`src/design/combined_bipred_merge_candidates_defines.svh`:
```
// ----------------------------------------------------------------------------
// Combined bi-predictive merge candidates: assertion macros
// Shared concurrent assertion forms for the block's own checks.
// ----------------------------------------------------------------------------
`ifndef COMBINED_BIPRED_MERGE_CANDIDATES_DEFINES_SVH
`define COMBINED_BIPRED_MERGE_CANDIDATES_DEFINES_SVH

// Same-cycle implication, ignored while reset is high.
`define CBMC_ASSERT_SAME(label, clk, rst, ante, cons, msg) \
   label: assert property (@(posedge clk) disable iff (rst) (ante) |-> (cons)) \
      else $error(msg);

// Next-cycle implication, ignored while reset is high.
`define CBMC_ASSERT_NEXT(label, clk, rst, ante, cons, msg) \
   label: assert property (@(posedge clk) disable iff (rst) (ante) |=> (cons)) \
      else $error(msg);

`endif

```
`src/design/cbmc_pkg.sv`:
```
`timescale 1ns / 1ps
// ----------------------------------------------------------------------------
// Combined bi-predictive merge candidates: shared package
// Types and constants used by front, queue and back end, and the pairing table of the back end.
// ----------------------------------------------------------------------------
package cbmc_pkg;

   // Number of stored original candidates.
   localparam int STORE_DEPTH = 4;
   localparam int SLOT_W = $clog2(STORE_DEPTH);
   // Entries in the pairing table.
   localparam int PAIR_COUNT = 12;
   localparam int PAIR_W = $clog2(PAIR_COUNT);
   // Depth of the queue between front and back end.
   localparam int JOB_QUEUE_DEPTH = 2;

   // One classified candidate word handed from front to back end.
   typedef struct packed {
      logic              pred_l0;
      logic              pred_l1;
      logic [3:0]        ref_idx_l0;
      logic [3:0]        ref_idx_l1;
      logic [31:0]       mv_l0;      // {y, x}
      logic [31:0]       mv_l1;      // {y, x}
      logic [31:0]       poc_l0;
      logic [31:0]       poc_l1;
      logic              store_en;   // the candidate fits in the store
      logic [SLOT_W-1:0] slot;       // store entry to write
      logic              last;       // final candidate of the unit
      logic              run;        // the pair walk runs after this word
      logic [2:0]        cnt;        // candidates counted in the unit
      logic [2:0]        maxc;       // effective merge list size
      logic [PAIR_W-1:0] limit;      // table entries to check
   } job_type;

   // One result word.
   typedef struct packed {
      logic               found;
      logic [2:0]         slot;
      logic [3:0]         ref_idx_l0;
      logic [3:0]         ref_idx_l1;
      logic signed [15:0] mv_l0_x;
      logic signed [15:0] mv_l0_y;
      logic signed [15:0] mv_l1_x;
      logic signed [15:0] mv_l1_y;
      logic               last;
   } rsp_type;

   // Back end status seen by the top level.
   typedef struct packed {
      logic       busy;
      logic       walking;
      logic [2:0] cur;
   } back_status_type;

   // Back end sequencer states.
   typedef enum logic [1:0] {
      BK_IDLE,
      BK_READ,
      BK_CHECK,
      BK_FLUSH
   } back_state_type;

   // Candidate that supplies the list 0 data of a table entry.
   function automatic logic [SLOT_W-1:0] pair_first(input logic [PAIR_W-1:0] k);
      logic [SLOT_W-1:0] r;
      case (k)
         4'd0:    r = 2'd0;
         4'd1:    r = 2'd1;
         4'd2:    r = 2'd0;
         4'd3:    r = 2'd2;
         4'd4:    r = 2'd1;
         4'd5:    r = 2'd2;
         4'd6:    r = 2'd0;
         4'd7:    r = 2'd3;
         4'd8:    r = 2'd1;
         4'd9:    r = 2'd3;
         4'd10:   r = 2'd2;
         4'd11:   r = 2'd3;
         default: r = 2'd0;
      endcase
      return r;
   endfunction

   // Candidate that supplies the list 1 data of a table entry.
   function automatic logic [SLOT_W-1:0] pair_second(input logic [PAIR_W-1:0] k);
      logic [SLOT_W-1:0] r;
      case (k)
         4'd0:    r = 2'd1;
         4'd1:    r = 2'd0;
         4'd2:    r = 2'd2;
         4'd3:    r = 2'd0;
         4'd4:    r = 2'd2;
         4'd5:    r = 2'd1;
         4'd6:    r = 2'd3;
         4'd7:    r = 2'd0;
         4'd8:    r = 2'd3;
         4'd9:    r = 2'd1;
         4'd10:   r = 2'd3;
         4'd11:   r = 2'd2;
         default: r = 2'd0;
      endcase
      return r;
   endfunction

endpackage

```
`src/design/cbmc_if.sv`:
```
`timescale 1ns / 1ps
// ----------------------------------------------------------------------------
// Combined bi-predictive merge candidates: channel interfaces
// Valid/ready channels for candidate words, result words and the register.
// ----------------------------------------------------------------------------

// Candidate word channel.
interface cbmc_req_if;
   logic               valid;
   logic               ready;
   logic               pred_l0;
   logic               pred_l1;
   logic [3:0]         ref_idx_l0;
   logic [3:0]         ref_idx_l1;
   logic signed [15:0] mv_l0_x;
   logic signed [15:0] mv_l0_y;
   logic signed [15:0] mv_l1_x;
   logic signed [15:0] mv_l1_y;
   logic signed [31:0] poc_ref_l0;
   logic signed [31:0] poc_ref_l1;
   logic               last_cand;

   modport source (
      output valid, pred_l0, pred_l1, ref_idx_l0, ref_idx_l1, mv_l0_x, mv_l0_y,
             mv_l1_x, mv_l1_y, poc_ref_l0, poc_ref_l1, last_cand,
      input  ready
   );
   modport sink (
      input  valid, pred_l0, pred_l1, ref_idx_l0, ref_idx_l1, mv_l0_x, mv_l0_y,
             mv_l1_x, mv_l1_y, poc_ref_l0, poc_ref_l1, last_cand,
      output ready
   );
endinterface

// Result word channel.
interface cbmc_rsp_if;
   logic               valid;
   logic               ready;
   logic               found;
   logic [2:0]         slot;
   logic [3:0]         out_ref_idx_l0;
   logic [3:0]         out_ref_idx_l1;
   logic signed [15:0] out_mv_l0_x;
   logic signed [15:0] out_mv_l0_y;
   logic signed [15:0] out_mv_l1_x;
   logic signed [15:0] out_mv_l1_y;
   logic               last_out;

   modport source (
      output valid, found, slot, out_ref_idx_l0, out_ref_idx_l1, out_mv_l0_x,
             out_mv_l0_y, out_mv_l1_x, out_mv_l1_y, last_out,
      input  ready
   );
   modport sink (
      input  valid, found, slot, out_ref_idx_l0, out_ref_idx_l1, out_mv_l0_x,
             out_mv_l0_y, out_mv_l1_x, out_mv_l1_y, last_out,
      output ready
   );
endinterface

// Register write channel for max_merge_cand.
interface cbmc_csr_if;
   logic       valid;
   logic       ready;
   logic [2:0] data;

   modport source (output valid, data, input ready);
   modport sink (input valid, data, output ready);
endinterface

```
`src/design/cbmc_front.sv`:
```
`timescale 1ns / 1ps
// ----------------------------------------------------------------------------
// Combined bi-predictive merge candidates: front end
// Accepts candidate words, counts them per unit and decides the pair walk.
// ----------------------------------------------------------------------------
module cbmc_front #(
   parameter int MAX_MERGE_CAND = 5
) (
   input  logic              clock,
   input  logic              reset,
   cbmc_req_if.sink          req,
   cbmc_csr_if.sink          csr,
   output logic              job_valid,
   output cbmc_pkg::job_type job,
   input  logic              job_ready
);
   import cbmc_pkg::*;

   localparam logic [2:0] MaxcLimit = 3'(MAX_MERGE_CAND);
   localparam logic [2:0] CountSat = 3'(STORE_DEPTH + 1);

   logic [2:0] max_ff;
   logic [2:0] cnt_ff;
   logic [2:0] cnt_in;
   logic [2:0] n_next;
   logic [2:0] maxc;
   logic       accept;

   // The register port never stalls.
   assign csr.ready = 1'b1;

   always_ff @(posedge clock) begin
      if (reset) begin
         max_ff <= 3'd5;
      end else if (csr.valid) begin
         max_ff <= csr.data;
      end
   end

   // A word is taken whenever the queue has room.
   assign req.ready = job_ready;
   assign job_valid = req.valid;
   assign accept = req.valid && job_ready;

   // Saturating count including the word now arriving.
   assign n_next = (cnt_ff == CountSat) ? CountSat : cnt_ff + 3'd1;
   assign maxc = (max_ff > MaxcLimit) ? MaxcLimit : max_ff;
   assign cnt_in = req.last_cand ? 3'd0 : n_next;

   always_ff @(posedge clock) begin
      if (reset) begin
         cnt_ff <= 3'd0;
      end else if (accept) begin
         cnt_ff <= cnt_in;
      end
   end

   // Classify the word for the back end.
   always_comb begin
      job.pred_l0    = req.pred_l0;
      job.pred_l1    = req.pred_l1;
      job.ref_idx_l0 = req.ref_idx_l0;
      job.ref_idx_l1 = req.ref_idx_l1;
      job.mv_l0      = {req.mv_l0_y, req.mv_l0_x};
      job.mv_l1      = {req.mv_l1_y, req.mv_l1_x};
      job.poc_l0     = req.poc_ref_l0;
      job.poc_l1     = req.poc_ref_l1;
      job.store_en   = (cnt_ff < 3'(STORE_DEPTH));
      job.slot       = cnt_ff[SLOT_W-1:0];
      job.last       = req.last_cand;
      job.run        = (n_next > 3'd1) && (maxc > n_next) &&
                       (n_next <= 3'(STORE_DEPTH));
      job.cnt        = n_next;
      job.maxc       = maxc;
      case (n_next)
         3'd2:    job.limit = 4'd2;
         3'd3:    job.limit = 4'd6;
         default: job.limit = 4'(PAIR_COUNT);
      endcase
   end

endmodule

```
`src/design/cbmc_job_queue.sv`:
```
`timescale 1ns / 1ps
// ----------------------------------------------------------------------------
// Combined bi-predictive merge candidates: job queue
// Short queue of classified candidate words between front and back end.
// ----------------------------------------------------------------------------
module cbmc_job_queue (
   input  logic              clock,
   input  logic              reset,
   input  logic              in_valid,
   input  cbmc_pkg::job_type in_job,
   output logic              in_ready,
   output logic              out_valid,
   output cbmc_pkg::job_type out_job,
   input  logic              out_ready,
   output logic              full
);
   import cbmc_pkg::*;

   localparam int PtrW = $clog2(JOB_QUEUE_DEPTH);
   localparam int CntW = $clog2(JOB_QUEUE_DEPTH + 1);

   job_type         entry_ff [JOB_QUEUE_DEPTH];
   logic [PtrW-1:0] wr_ptr_ff;
   logic [PtrW-1:0] rd_ptr_ff;
   logic [CntW-1:0] count_ff;
   logic            push;
   logic            pop;

   assign full = (count_ff == CntW'(JOB_QUEUE_DEPTH));
   assign in_ready = !full;
   assign out_valid = (count_ff != '0);
   assign out_job = entry_ff[rd_ptr_ff];
   assign push = in_valid && !full;
   assign pop = out_valid && out_ready;

   // Payload storage.
   always_ff @(posedge clock) begin
      if (push) begin
         entry_ff[wr_ptr_ff] <= in_job;
      end
   end

   // Pointers and fill level.
   always_ff @(posedge clock) begin
      if (reset) begin
         wr_ptr_ff <= '0;
         rd_ptr_ff <= '0;
         count_ff  <= '0;
      end else begin
         if (push) begin
            wr_ptr_ff <= (wr_ptr_ff == PtrW'(JOB_QUEUE_DEPTH - 1)) ? '0 : wr_ptr_ff + 1'b1;
         end
         if (pop) begin
            rd_ptr_ff <= (rd_ptr_ff == PtrW'(JOB_QUEUE_DEPTH - 1)) ? '0 : rd_ptr_ff + 1'b1;
         end
         if (push && !pop) begin
            count_ff <= count_ff + 1'b1;
         end else if (pop && !push) begin
            count_ff <= count_ff - 1'b1;
         end
      end
   end

endmodule

```
`src/design/cbmc_back.sv`:
```
`timescale 1ns / 1ps
// ----------------------------------------------------------------------------
// Combined bi-predictive merge candidates: back end
// Stores candidates, walks the pairing table and issues result words.
// ----------------------------------------------------------------------------
module cbmc_back #(
   parameter int POC_WIDTH = 32
) (
   input  logic                      clock,
   input  logic                      reset,
   input  logic                      job_valid,
   input  cbmc_pkg::job_type         job,
   output logic                      job_ready,
   cbmc_rsp_if.source                rsp,
   output cbmc_pkg::back_status_type status
);
   import cbmc_pkg::*;

   // Candidate store, one entry per original candidate.
   logic [1:0]           flags_mem [STORE_DEPTH];
   logic [7:0]           ref_mem   [STORE_DEPTH];
   logic [31:0]          mv0_mem   [STORE_DEPTH];
   logic [31:0]          mv1_mem   [STORE_DEPTH];
   logic [POC_WIDTH-1:0] poc0_mem  [STORE_DEPTH];
   logic [POC_WIDTH-1:0] poc1_mem  [STORE_DEPTH];

   // Registered read data: port A for list 0, port B for list 1.
   logic [1:0]           flags_a_ff;
   logic [1:0]           flags_b_ff;
   logic [3:0]           ref_a_ff;
   logic [3:0]           ref_b_ff;
   logic [31:0]          mv_a_ff;
   logic [31:0]          mv_b_ff;
   logic [POC_WIDTH-1:0] poc_a_ff;
   logic [POC_WIDTH-1:0] poc_b_ff;

   back_state_type    st_ff;
   back_state_type    st_in;
   logic [PAIR_W-1:0] k_ff;
   logic [PAIR_W-1:0] k_in;
   logic [2:0]        cur_ff;
   logic [2:0]        cur_in;
   logic [PAIR_W-1:0] limit_ff;
   logic [2:0]        maxc_ff;
   logic              pend_valid_ff;
   rsp_type           pend_ff;
   logic              out_valid_ff;
   rsp_type           out_ff;

   logic              job_pop;
   logic              out_free;
   logic              match;
   logic              step;
   logic              walk_more;
   logic              push_out;
   rsp_type           push_data;
   rsp_type           new_res;
   logic [SLOT_W-1:0] addr_a;
   logic [SLOT_W-1:0] addr_b;

   assign addr_a = pair_first(k_ff);
   assign addr_b = pair_second(k_ff);

   // Store writes on each popped word that fits in the store; reads follow the table entry.
   always_ff @(posedge clock) begin
      if (job_pop && job.store_en) begin
         flags_mem[job.slot] <= {job.pred_l1, job.pred_l0};
         ref_mem[job.slot]   <= {job.ref_idx_l1, job.ref_idx_l0};
         mv0_mem[job.slot]   <= job.mv_l0;
         mv1_mem[job.slot]   <= job.mv_l1;
         poc0_mem[job.slot]  <= job.poc_l0[POC_WIDTH-1:0];
         poc1_mem[job.slot]  <= job.poc_l1[POC_WIDTH-1:0];
      end
      flags_a_ff <= flags_mem[addr_a];
      ref_a_ff   <= ref_mem[addr_a][3:0];
      mv_a_ff    <= mv0_mem[addr_a];
      poc_a_ff   <= poc0_mem[addr_a];
      flags_b_ff <= flags_mem[addr_b];
      ref_b_ff   <= ref_mem[addr_b][7:4];
      mv_b_ff    <= mv1_mem[addr_b];
      poc_b_ff   <= poc1_mem[addr_b];
   end

   // Pair check on the registered read data.
   assign match = flags_a_ff[0] && flags_b_ff[1] &&
                  ((poc_a_ff != poc_b_ff) || (mv_a_ff != mv_b_ff));

   always_comb begin
      new_res.found      = 1'b1;
      new_res.slot       = cur_ff;
      new_res.ref_idx_l0 = ref_a_ff;
      new_res.ref_idx_l1 = ref_b_ff;
      new_res.mv_l0_x    = mv_a_ff[15:0];
      new_res.mv_l0_y    = mv_a_ff[31:16];
      new_res.mv_l1_x    = mv_b_ff[15:0];
      new_res.mv_l1_y    = mv_b_ff[31:16];
      new_res.last       = 1'b0;
   end

   assign out_free = !out_valid_ff || rsp.ready;
   // A check may retire unless it has to hand a held result to a full output.
   assign step = !(match && pend_valid_ff && !out_free);
   assign cur_in = match ? cur_ff + 3'd1 : cur_ff;
   assign k_in = k_ff + 4'd1;
   assign walk_more = (k_in < limit_ff) && (cur_in < maxc_ff);

   // Next state.
   always_comb begin
      st_in = st_ff;
      unique case (st_ff)
         BK_IDLE: begin
            if (job_valid && job.last) begin
               st_in = job.run ? BK_READ : BK_FLUSH;
            end
         end
         BK_READ: begin
            st_in = BK_CHECK;
         end
         BK_CHECK: begin
            if (step) begin
               st_in = walk_more ? BK_READ : BK_FLUSH;
            end
         end
         BK_FLUSH: begin
            if (out_free) begin
               st_in = BK_IDLE;
            end
         end
         default: st_in = BK_IDLE;
      endcase
   end

   // State outputs: queue pop and result hand-off.
   always_comb begin
      job_ready = 1'b0;
      push_out  = 1'b0;
      push_data = pend_ff;
      unique case (st_ff)
         BK_IDLE: begin
            job_ready = 1'b1;
         end
         BK_READ: begin
         end
         BK_CHECK: begin
            // A newer match proves the held result is not the final one.
            push_out = match && pend_valid_ff && out_free;
            push_data.last = 1'b0;
         end
         BK_FLUSH: begin
            push_out = out_free;
            if (pend_valid_ff) begin
               push_data.last = 1'b1;
            end else begin
               push_data = '0;
               push_data.last = 1'b1;
            end
         end
         default: begin
         end
      endcase
   end

   assign job_pop = job_valid && job_ready;

   // Walk control registers.
   always_ff @(posedge clock) begin
      if (reset) begin
         st_ff         <= BK_IDLE;
         pend_valid_ff <= 1'b0;
         out_valid_ff  <= 1'b0;
      end else begin
         st_ff <= st_in;
         if (st_ff == BK_CHECK && step && match) begin
            pend_valid_ff <= 1'b1;
         end else if (st_ff == BK_FLUSH && out_free) begin
            pend_valid_ff <= 1'b0;
         end
         if (push_out) begin
            out_valid_ff <= 1'b1;
         end else if (rsp.ready) begin
            out_valid_ff <= 1'b0;
         end
      end
   end

   // Walk payload registers.
   always_ff @(posedge clock) begin
      if (job_pop) begin
         k_ff     <= '0;
         cur_ff   <= job.cnt;
         limit_ff <= job.limit;
         maxc_ff  <= job.maxc;
      end else if (st_ff == BK_CHECK && step) begin
         k_ff   <= k_in;
         cur_ff <= cur_in;
      end
      if (st_ff == BK_CHECK && step && match) begin
         pend_ff <= new_res;
      end
      if (push_out) begin
         out_ff <= push_data;
      end
   end

   // Result port.
   assign rsp.valid          = out_valid_ff;
   assign rsp.found          = out_ff.found;
   assign rsp.slot           = out_ff.slot;
   assign rsp.out_ref_idx_l0 = out_ff.ref_idx_l0;
   assign rsp.out_ref_idx_l1 = out_ff.ref_idx_l1;
   assign rsp.out_mv_l0_x    = out_ff.mv_l0_x;
   assign rsp.out_mv_l0_y    = out_ff.mv_l0_y;
   assign rsp.out_mv_l1_x    = out_ff.mv_l1_x;
   assign rsp.out_mv_l1_y    = out_ff.mv_l1_y;
   assign rsp.last_out       = out_ff.last;

   assign status.busy    = (st_ff != BK_IDLE);
   assign status.walking = (st_ff == BK_READ) || (st_ff == BK_CHECK);
   assign status.cur     = cur_ff;

endmodule

```
`src/design/combined_bipred_merge_candidates.sv`:
```
`timescale 1ns / 1ps
// ----------------------------------------------------------------------------
// Combined bi-predictive merge candidates: top level
// Front end, job queue and back end that build combined merge candidates.
// ----------------------------------------------------------------------------
//
//   channel  dir  moves
//   req_ch   in   one original merge candidate per word
//   rsp_ch   out  one combined candidate, or the "none" word, per word
//   csr_ch   in   max_merge_cand write, always ready
//
// A candidate word passes through the front end, the job queue and the back end.
// After the last word of a unit the back end checks pairing table entries one
// at a time (store read, then compare; a stalled result port can hold a compare),
// up to twelve entries, then hands off the final result.
// Reset is synchronous and active high and clears all control state.
// A stalled result port holds the back end; the front end keeps taking words
// until the two-entry job queue is full.
module combined_bipred_merge_candidates #(
   parameter int MAX_MERGE_CAND = 5,
   parameter int POC_WIDTH = 32
) (
   input  logic        clock,
   input  logic        reset,
   cbmc_req_if.sink    req_ch,
   cbmc_rsp_if.source  rsp_ch,
   cbmc_csr_if.sink    csr_ch
);
   import cbmc_pkg::*;

`include "combined_bipred_merge_candidates_defines.svh"

   logic            fr_valid;
   job_type         fr_job;
   logic            fr_ready;
   logic            q_valid;
   job_type         q_job;
   logic            q_ready;
   logic            q_full;
   back_status_type bk_status;

   // Front end: counting and classification.
   cbmc_front #(
      .MAX_MERGE_CAND (MAX_MERGE_CAND)
   ) u_front (
      .clock     (clock),
      .reset     (reset),
      .req       (req_ch),
      .csr       (csr_ch),
      .job_valid (fr_valid),
      .job       (fr_job),
      .job_ready (fr_ready)
   );

   // Queue between the two halves.
   cbmc_job_queue u_queue (
      .clock     (clock),
      .reset     (reset),
      .in_valid  (fr_valid),
      .in_job    (fr_job),
      .in_ready  (fr_ready),
      .out_valid (q_valid),
      .out_job   (q_job),
      .out_ready (q_ready),
      .full      (q_full)
   );

   // Back end: candidate store and pair walk.
   cbmc_back #(
      .POC_WIDTH (POC_WIDTH)
   ) u_back (
      .clock     (clock),
      .reset     (reset),
      .job_valid (q_valid),
      .job       (q_job),
      .job_ready (q_ready),
      .rsp       (rsp_ch),
      .status    (bk_status)
   );

   // The front end must stall while the queue is full.
   `CBMC_ASSERT_SAME(a_full_stalls, clock, reset, q_full, !req_ch.ready, "word taken while queue full")
   // The "none" word closes its unit and carries slot zero.
   `CBMC_ASSERT_SAME(a_none_last, clock, reset, rsp_ch.valid && !rsp_ch.found, rsp_ch.last_out && (rsp_ch.slot == 3'd0), "malformed none word")
   // The walk never points past the merge list.
   `CBMC_ASSERT_SAME(a_cur_range, clock, reset, bk_status.walking, bk_status.cur < 3'(MAX_MERGE_CAND), "merge list position out of range")
   // The last word of a unit always starts a walk or a final hand-off.
   `CBMC_ASSERT_NEXT(a_last_busy, clock, reset, q_valid && q_ready && q_job.last, bk_status.busy, "last word did not start the back end")

endmodule
```
`src/flat_wrapper.sv`:
```
// flat-port wrapper written by rule: the top's interface ports become plain ports
module combined_bipred_merge_candidates_flat import cbmc_pkg::*;
#(
   parameter int MAX_MERGE_CAND = 5,
   parameter int POC_WIDTH = 32
)
  (clock, reset, req_ch_valid, req_ch_pred_l0, req_ch_pred_l1, req_ch_ref_idx_l0, req_ch_ref_idx_l1, req_ch_mv_l0_x, req_ch_mv_l0_y, req_ch_mv_l1_x, req_ch_mv_l1_y, req_ch_poc_ref_l0, req_ch_poc_ref_l1, req_ch_last_cand, req_ch_ready, rsp_ch_valid, rsp_ch_found, rsp_ch_slot, rsp_ch_out_ref_idx_l0, rsp_ch_out_ref_idx_l1, rsp_ch_out_mv_l0_x, rsp_ch_out_mv_l0_y, rsp_ch_out_mv_l1_x, rsp_ch_out_mv_l1_y, rsp_ch_last_out, rsp_ch_ready, csr_ch_valid, csr_ch_data, csr_ch_ready);
  cbmc_req_if req_ch_i ();
  cbmc_rsp_if rsp_ch_i ();
  cbmc_csr_if csr_ch_i ();
  input  logic clock;
  input  logic reset;
  input wire logic [$bits(req_ch_i.valid)-1:0] req_ch_valid;
  input wire logic [$bits(req_ch_i.pred_l0)-1:0] req_ch_pred_l0;
  input wire logic [$bits(req_ch_i.pred_l1)-1:0] req_ch_pred_l1;
  input wire logic [$bits(req_ch_i.ref_idx_l0)-1:0] req_ch_ref_idx_l0;
  input wire logic [$bits(req_ch_i.ref_idx_l1)-1:0] req_ch_ref_idx_l1;
  input wire logic [$bits(req_ch_i.mv_l0_x)-1:0] req_ch_mv_l0_x;
  input wire logic [$bits(req_ch_i.mv_l0_y)-1:0] req_ch_mv_l0_y;
  input wire logic [$bits(req_ch_i.mv_l1_x)-1:0] req_ch_mv_l1_x;
  input wire logic [$bits(req_ch_i.mv_l1_y)-1:0] req_ch_mv_l1_y;
  input wire logic [$bits(req_ch_i.poc_ref_l0)-1:0] req_ch_poc_ref_l0;
  input wire logic [$bits(req_ch_i.poc_ref_l1)-1:0] req_ch_poc_ref_l1;
  input wire logic [$bits(req_ch_i.last_cand)-1:0] req_ch_last_cand;
  output wire logic [$bits(req_ch_i.ready)-1:0] req_ch_ready;
  output wire logic [$bits(rsp_ch_i.valid)-1:0] rsp_ch_valid;
  output wire logic [$bits(rsp_ch_i.found)-1:0] rsp_ch_found;
  output wire logic [$bits(rsp_ch_i.slot)-1:0] rsp_ch_slot;
  output wire logic [$bits(rsp_ch_i.out_ref_idx_l0)-1:0] rsp_ch_out_ref_idx_l0;
  output wire logic [$bits(rsp_ch_i.out_ref_idx_l1)-1:0] rsp_ch_out_ref_idx_l1;
  output wire logic [$bits(rsp_ch_i.out_mv_l0_x)-1:0] rsp_ch_out_mv_l0_x;
  output wire logic [$bits(rsp_ch_i.out_mv_l0_y)-1:0] rsp_ch_out_mv_l0_y;
  output wire logic [$bits(rsp_ch_i.out_mv_l1_x)-1:0] rsp_ch_out_mv_l1_x;
  output wire logic [$bits(rsp_ch_i.out_mv_l1_y)-1:0] rsp_ch_out_mv_l1_y;
  output wire logic [$bits(rsp_ch_i.last_out)-1:0] rsp_ch_last_out;
  input wire logic [$bits(rsp_ch_i.ready)-1:0] rsp_ch_ready;
  input wire logic [$bits(csr_ch_i.valid)-1:0] csr_ch_valid;
  input wire logic [$bits(csr_ch_i.data)-1:0] csr_ch_data;
  output wire logic [$bits(csr_ch_i.ready)-1:0] csr_ch_ready;
  assign req_ch_i.valid = req_ch_valid;
  assign req_ch_i.pred_l0 = req_ch_pred_l0;
  assign req_ch_i.pred_l1 = req_ch_pred_l1;
  assign req_ch_i.ref_idx_l0 = req_ch_ref_idx_l0;
  assign req_ch_i.ref_idx_l1 = req_ch_ref_idx_l1;
  assign req_ch_i.mv_l0_x = req_ch_mv_l0_x;
  assign req_ch_i.mv_l0_y = req_ch_mv_l0_y;
  assign req_ch_i.mv_l1_x = req_ch_mv_l1_x;
  assign req_ch_i.mv_l1_y = req_ch_mv_l1_y;
  assign req_ch_i.poc_ref_l0 = req_ch_poc_ref_l0;
  assign req_ch_i.poc_ref_l1 = req_ch_poc_ref_l1;
  assign req_ch_i.last_cand = req_ch_last_cand;
  assign req_ch_ready = req_ch_i.ready;
  assign rsp_ch_valid = rsp_ch_i.valid;
  assign rsp_ch_found = rsp_ch_i.found;
  assign rsp_ch_slot = rsp_ch_i.slot;
  assign rsp_ch_out_ref_idx_l0 = rsp_ch_i.out_ref_idx_l0;
  assign rsp_ch_out_ref_idx_l1 = rsp_ch_i.out_ref_idx_l1;
  assign rsp_ch_out_mv_l0_x = rsp_ch_i.out_mv_l0_x;
  assign rsp_ch_out_mv_l0_y = rsp_ch_i.out_mv_l0_y;
  assign rsp_ch_out_mv_l1_x = rsp_ch_i.out_mv_l1_x;
  assign rsp_ch_out_mv_l1_y = rsp_ch_i.out_mv_l1_y;
  assign rsp_ch_last_out = rsp_ch_i.last_out;
  assign rsp_ch_i.ready = rsp_ch_ready;
  assign csr_ch_i.valid = csr_ch_valid;
  assign csr_ch_i.data = csr_ch_data;
  assign csr_ch_ready = csr_ch_i.ready;
  combined_bipred_merge_candidates #(.MAX_MERGE_CAND(MAX_MERGE_CAND), .POC_WIDTH(POC_WIDTH)) u_core (.clock(clock), .reset(reset), .req_ch(req_ch_i), .rsp_ch(rsp_ch_i), .csr_ch(csr_ch_i));
endmodule
```
`config.mk`:
```
export PLATFORM = sky130hd
export DESIGN_NAME = combined_bipred_merge_candidates_flat
export DESIGN_NICKNAME = d
export VERILOG_FILES = /design/src/design/cbmc_pkg.sv /design/src/design/cbmc_if.sv /design/src/design/cbmc_front.sv /design/src/design/cbmc_job_queue.sv /design/src/design/cbmc_back.sv /design/src/design/combined_bipred_merge_candidates.sv /design/src/flat_wrapper.sv
export VERILOG_INCLUDE_DIRS = /design/src /design/src/design
export SDC_FILE = /design/constraint.sdc
export NUM_CORES = 1
export LEC_CHECK = 0
export BUFFER_PORTS_ARGS = -buffer_cell sky130_fd_sc_hd__buf_2
export CAP_MARGIN = 20
export CORE_UTILIZATION = 55
export DETAILED_ROUTE_END_ITERATION = 10
export PLACE_DENSITY = 0.73
export SLEW_MARGIN = 25
export SYNTH_ARGS = -nofsm -noshare
export SYNTH_HDL_FRONTEND = slang
export SYNTH_HIERARCHICAL = 1
export SYNTH_SLANG_ARGS = --single-unit
```
`constraint.sdc`:
```
create_clock -name clock -period 25.7 [get_ports clock]
set_input_delay 1.285 -clock clock [delete_from_list [all_inputs] [get_ports clock]]
set_output_delay 1.285 -clock clock [all_outputs]
set_load 0.005 [all_outputs]
```
* Word-level counts from Yosys, hierarchy flattened *
Memory sizes are Yosys's and may differ from the RTL's. A register that Yosys moved wholly into a read port is not among the register bits.
Index checks and enable logic that the tools add are counted.

operators by class
  add/sub/neg operators = 7
  order comparisons = 7
  eq/ne operators = 12
  mux-type cells = 36
  reduce and logical (&&, ||, !) cells = 32

operators with widths
  cell                                                   count
  2-to-1 mux 76 bit                                      1
  2-to-1 mux 75 bit                                      1
  inequality test 32 bit                                 2
  2-to-1 mux 3 bit                                       6
  logical AND 1 bit                                      17
  2-to-1 mux 4 bit                                       4
  2-to-1 mux 1 bit                                       14
  2-to-1 mux 2 bit                                       7
  nonzero test 2 bit                                     5
  case mux 2 bit (4 select lines)                        1
  case mux 4 bit (2 select lines)                        1
  adder 3 x 1 -> 3 bit, second input constant            2
  equality test 2 bit, second input constant             3
  equality test 3 x 2 -> 1 bit, second input constant    2
  logical NOT 1 bit                                      6
  inequality test 2 bit, second input constant           3
  adder 4 x 1 -> 4 bit, second input constant            1
  less-than comparator 4 bit                             1
  equality test 3 bit, second input constant             1
  > comparator 3 x 1 -> 1 bit, second input constant     1
  > comparator 3 bit                                     1
  > comparator 3 bit, second input constant              1
  less-or-equal comparator 3 bit, second input constant  1
  less-than comparator 3 bit                             1
  9 further kinds                                        11

storage, ports and cells
  register bits = 180
  bits in writable memories = 858
  bits in read-only memories = 64
  input port bits = 147
  output and inout bits = 80
  logic and storage cells = 131
  memories = 9

memories
  name                     words  width  read ports  clocked after Yosys merged registers in  write ports  line                  source
  u_core.u_queue.entry_ff  2      153    1           1                                        1            cbmc_job_queue.sv:22  job_type entry_ff [JOB_QUEUE_DEPTH];
  u_core.u_back.mv0_mem    4      32     1           1                                        1            cbmc_back.sv:22       logic [31:0] mv0_mem [STORE_DEPTH];
  u_core.u_back.mv1_mem    4      32     1           1                                        1            cbmc_back.sv:23       logic [31:0] mv1_mem [STORE_DEPTH];
  u_core.u_back.poc0_mem   4      32     1           1                                        1            cbmc_back.sv:24       logic [POC_WIDTH-1:0] poc0_mem [STORE_DEPTH];
  u_core.u_back.poc1_mem   4      32     1           1                                        1            cbmc_back.sv:25       logic [POC_WIDTH-1:0] poc1_mem [STORE_DEPTH];
  (no name shown)          16     2      1           1                                        0            cbmc_pkg.sv:88        case (k)
  3 more memories          n/a    n/a    n/a         n/a                                      n/a          n/a

* Depth between registers and ports, before layout *
  depth after elaboration = 9
  mapped depth = 12
  gate-level depth less buffers = 12

* Hierarchy *
The synthesis kept the hierarchy.

modules (own cells, without submodules)
  module          instances  cells an instance  area each (um^2)  sequential area each (um^2)
  cbmc_back       1          1331               29754.8           24443.4
  cbmc_job_queue  1          502                11539.8           9288.9
  cbmc_front      1          196                1487.7            120.1

* Worst setup path before layout *
No wires, ideal clock.

  path kind = reg2reg
  start point = register u_core.u_back.st_ff[1]
  end point = memory u_core.u_back.flags_mem[1][0] (enable)
  setup time = 0.833 ns
  data arrival time = 11.398 ns
  required time = 24.867 ns
  setup slack = 13.469 ns
  cell stages (with the launch flop) = 8
  buffers on the path = 1
  period minus slack after synthesis = 12.231 ns
  cell sequence = dfxtp_1 inv_1 ha_1 nand2_1 inv_1 clkbuf_1 nand2_1 nor3b_1

between the ends
  word-level cells in the longest chain between the ends = 6

RTL lines
  what                                    line                                    source
  from (decl)                             cbmc_back.sv:37                         back_state_type st_ff;
  from (signal assigned)                  cbmc_back.sv:172                        st_ff <= st_in;
  logical NOT 2 bit                       cbmc_back.sv:138                        unique case (st_ff)
  2-to-1 mux 1 bit                        cbmc_back.sv:138
  net u_core.q_ready                      combined_bipred_merge_candidates.sv:38  logic q_ready;
  logical AND 1 bit                       cbmc_back.sv:163                        assign job_pop = job_valid && job_ready;
  net u_core.u_back.job_pop               cbmc_back.sv:50                         logic job_pop;
  logical AND 1 bit                       cbmc_back.sv:66                         if (job_pop && job.store_en) begin
  2-to-1 mux 1 bit                        cbmc_back.sv:66
  2-to-1 mux 1 bit (not written as such)  cbmc_back.sv:67                         flags_mem[job.slot] <= {job.pred_l1, job.pred_l0};
  to (decl)                               cbmc_back.sv:20                         logic [1:0] flags_mem [STORE_DEPTH];

The timed path passes the listed nets, and every way through them passes these cells.

* Final worst setup path *
  start point = register u_core.u_back.mv_a_ff[9] (read register of u_core.u_back.mv0_mem)
  end point = register u_core.u_back.out_ff, in the netlist u_core/u_back/rsp.out_mv_l1_y[5] (enable)

between the ends
  word-level cells in the longest chain between the ends = 6

RTL lines
  what                             line              source
  from (decl)                      cbmc_back.sv:32   logic [31:0] mv_a_ff;
  inequality test 32 bit           cbmc_back.sv:86   ((poc_a_ff != poc_b_ff) || (mv_a_ff != mv_b_ff));
  logical OR 1 bit                 cbmc_back.sv:86
  logical AND 1 bit                cbmc_back.sv:85   assign match = flags_a_ff[0] && flags_b_ff[1] &&
  logical AND 1 bit (2 in series)  cbmc_back.sv:146  push_out = match && pend_valid_ff && out_free;
  case mux 1 bit (2 select lines)  cbmc_back.sv:138
  net u_core.u_back.push_out       cbmc_back.sv:55   logic push_out;
  to (signal assigned)             cbmc_back.sv:201  out_ff <= push_data;
  to (decl)                        cbmc_back.sv:48   rsp_type out_ff;

The timed path passes the listed nets, and every way through them passes these cells.
A chain may end at the register's enable or synchronous reset.

==> impl_metrics.env <==
export IMPL_rows=101
export IMPL_cts_root_buf="clkbuf_16"
export IMPL_die_h_um=281
export IMPL_vias=18000
export IMPL_seq_power_share=0.516
export IMPL_maxCapViolations=0
export IMPL_top_layer="met5"
export IMPL_clk_pin_slew_ns=0.06
export IMPL_seqCellArea_um2=33900
export IMPL_p_sw_mw=1.43
export IMPL_route_detailed_wl_per_inst_um=23.7
export IMPL_start_util=0.560
export IMPL_die_x_um=281
export IMPL_first_global_vias=19000
export IMPL_cp_start_kind="register"
export IMPL_antenna_found_initial=3
export IMPL_drv_slew=0
export IMPL_portBuffers=225
export IMPL_avgSynthCellArea_um2=21.1
export IMPL_syn_area_um2=42800
export IMPL_p_sw_frac=0.264
export IMPL_grt_ovfl_total=0
export IMPL_netlist_instances=2028
export IMPL_critPathBufInv=1
export IMPL_fin_util=0.624
export IMPL_drc_errors=0
export IMPL_routed_wl_met2_mm=39.3
export IMPL_skew_ns=0.0232
export IMPL_slowest_stage="nor4_2"
export IMPL_track_usage=0.203
export IMPL_setup_viol_count_final=0
export IMPL_critPathRequiredTime_ns=26.00
export IMPL_hold_class="reg -> reg"
export IMPL_synth_nets=2193
export IMPL_fp_coreArea_um2=76500
export IMPL_ant_nets=0
export IMPL_cts_sinks=1181
export IMPL_first_iter_violations=1442
export IMPL_slew_headroom=0.339
export IMPL_preCtsSetupSlack_ns=21.36
export IMPL_multi_input_area_um2=7460
export IMPL_hold_viol=0
export IMPL_p_comb_frac=0.188
export IMPL_postCtsHoldBufs=0
export IMPL_yosysWarnings=6
export IMPL_firstDrtPassIters=6
export IMPL_fmax_mhz=254
export IMPL_rsz0062_at_grt="no"
export IMPL_drive_gt1_frac=0.323
export IMPL_gp_congestion=0.786
export IMPL_cts_tree="done"
export IMPL_die_area_um2=78900
export IMPL_p_leak_nw=16.0
export IMPL_end_kind="register"
export IMPL_stdcell_count=3302
export IMPL_dp_cells=3093
export IMPL_vdd_ir_drop_worst_mv=0.0759
export IMPL_dp_hpwl_mm=46.4
export IMPL_post_cts_resized=0
export IMPL_htree_levels=3
export IMPL_cp_max_fo=54
export IMPL_worst_slew_pin_slew_ns=0.991
export IMPL_postCtsSetupRepairBufs=0
export IMPL_grt_max_degree=139
export IMPL_fin_crit_ns=3.93
export IMPL_cp_arrival_ns=4.23
export IMPL_fin_nets=2341
export IMPL_slowest_delay_ns=0.63
export IMPL_timing_final_crit_share=0.153
export IMPL_critPathKind="reg -> reg"
export IMPL_cp_cell_sequence="xnor2_1 > nand4_1 > nor4_2 > and4_1 > nor2_1 > a31oi_1 > nor2_4 > buf_4"
export IMPL_io_pins=227
export IMPL_vias_per_cell=5.45
export IMPL_status="completed"
export IMPL_routed_wl_met3_mm=4.47
export IMPL_powerDensity_nw_per_um2=114
export IMPL_p_clk_frac=0.296
export IMPL_n_antenna_cell=0
export IMPL_finalSetupTns_ns=0
export IMPL_fin_ws_ns=21.77
export IMPL_cts_buffers=111
export IMPL_wl_met1_mm=32.2
export IMPL_p_int_mw=3.99
export IMPL_syn2layout_area_growth_pct=11.5
export IMPL_clock_path_buffers=3
export IMPL_grt_first_pass_wirelength_mm=117
export IMPL_wirelength_mm=78.2
export IMPL_cpLargestDelayFamily="simple AND/OR/NAND/NOR gates"
export IMPL_hold_slack_ns=0.403
export IMPL_clk_latency_ns=0.67
export IMPL_fill_cells=5077
power by group through the flow:
stage	Combinational [mW]	Clock, mW	Sequential [mW]
floorplan	0.770	0	2.79
global placement	1.00	0	2.82
detailed placement	1.03	0	2.84
CTS	1.04	1.64	2.80
global route	1.09	1.71	2.83
finish	1.02	1.61	2.80
path summary, 6_finish.rpt:
check	start	to	slack (ns)	cells after the start
setup / recovery	u_core/u_back/mv_a_ff[9]	u_core/u_back/rsp.out_mv_l1_y[5]	21.77	8
hold / removal	u_core/u_back/ref_a_ff[0]	u_core/u_back/pend_ff[69]	0.40	0
setup reg to reg	u_core/u_back/mv_a_ff[9]	u_core/u_back/rsp.out_mv_l1_y[5]	21.77	8
hold reg to reg	u_core/u_back/ref_a_ff[0]	u_core/u_back/pend_ff[69]	0.40	0
per-layer routing:
metal | vias up | global-route usage
met2 | 532 | 0.339
li1 | 8057 | -
met1 | 9289 | 0.268
met3 | 129 | 0.0411
met5 | - | 0
met4 | 2 | 0.0667
flip-flops by register name (all words and copies together) (netlist names), 4 cells and up, named ones only:
signal,cells
u_core/u_back/flags_mem,8
u_core/u_back/k_ff,4
u_core/u_back/limit_ff,4
u_core/u_back/mv0_mem,128
u_core/u_back/mv1_mem,128
u_core/u_back/mv_a_ff,32
u_core/u_back/mv_b_ff,32
u_core/u_back/pend_ff,75
u_core/u_back/poc0_mem,128
u_core/u_back/poc1_mem,128
u_core/u_back/poc_a_ff,32
u_core/u_back/poc_b_ff,32
u_core/u_back/ref_a_ff,4
u_core/u_back/ref_b_ff,4
u_core/u_back/ref_mem,32
u_core/u_back/rsp.out_mv_l0_x,16
u_core/u_back/rsp.out_mv_l0_y,16
u_core/u_back/rsp.out_mv_l1_x,16
u_core/u_back/rsp.out_mv_l1_y,16
u_core/u_back/rsp.out_ref_idx_l0,4
u_core/u_back/rsp.out_ref_idx_l1,4
u_core/u_queue/entry_ff,306
layout by cell type, fill, tap and decap left out, drive strengths merged, types with 2 or more instances in the layout:
master,count
conb,2
or3,4
xor2,3
nand2,18
a211oi,2
or2,4
nand2b,4
a31oi,3
clkinvlp,4
edfxtp,1020
mux2i,6
a211o,3
and2,78
dfxtp,161
clkbuf,165
and4,2
nor2b,7
buf,243
nor3,6
o22ai,3
clkinv,32
o21ai,12
a21oi,14
xnor2,70
bufinv,6
nor4,5
nor3b,2
nor2,13
mux2,156
nand3,3
and3,2
nand3b,2
mux4,138
ha,18
inv,28
nand4,20
stage by stage:
step / total power, mW / cell area [um2]
floorplan: 3.56 / 42800
global placement: 3.82 / 44000
detailed placement: 3.87 / 44000
CTS: 5.48 / 47700
global route: 5.63 / 47700
finish: 5.42 / 47700
layout make-up:
cell class | count | share of cell area
well taps | 1030 | 0.0270
flip-flops and latches | 1181 | 0.710
clock inverters | 44 | 0.00949
clock buffers | 165 | 0.0675
repair buffers | 243 | 0.0275
multi-input cells | 613 | 0.156
inverters | 26 | 0.00215
Power figures use the tool's default switching activity.
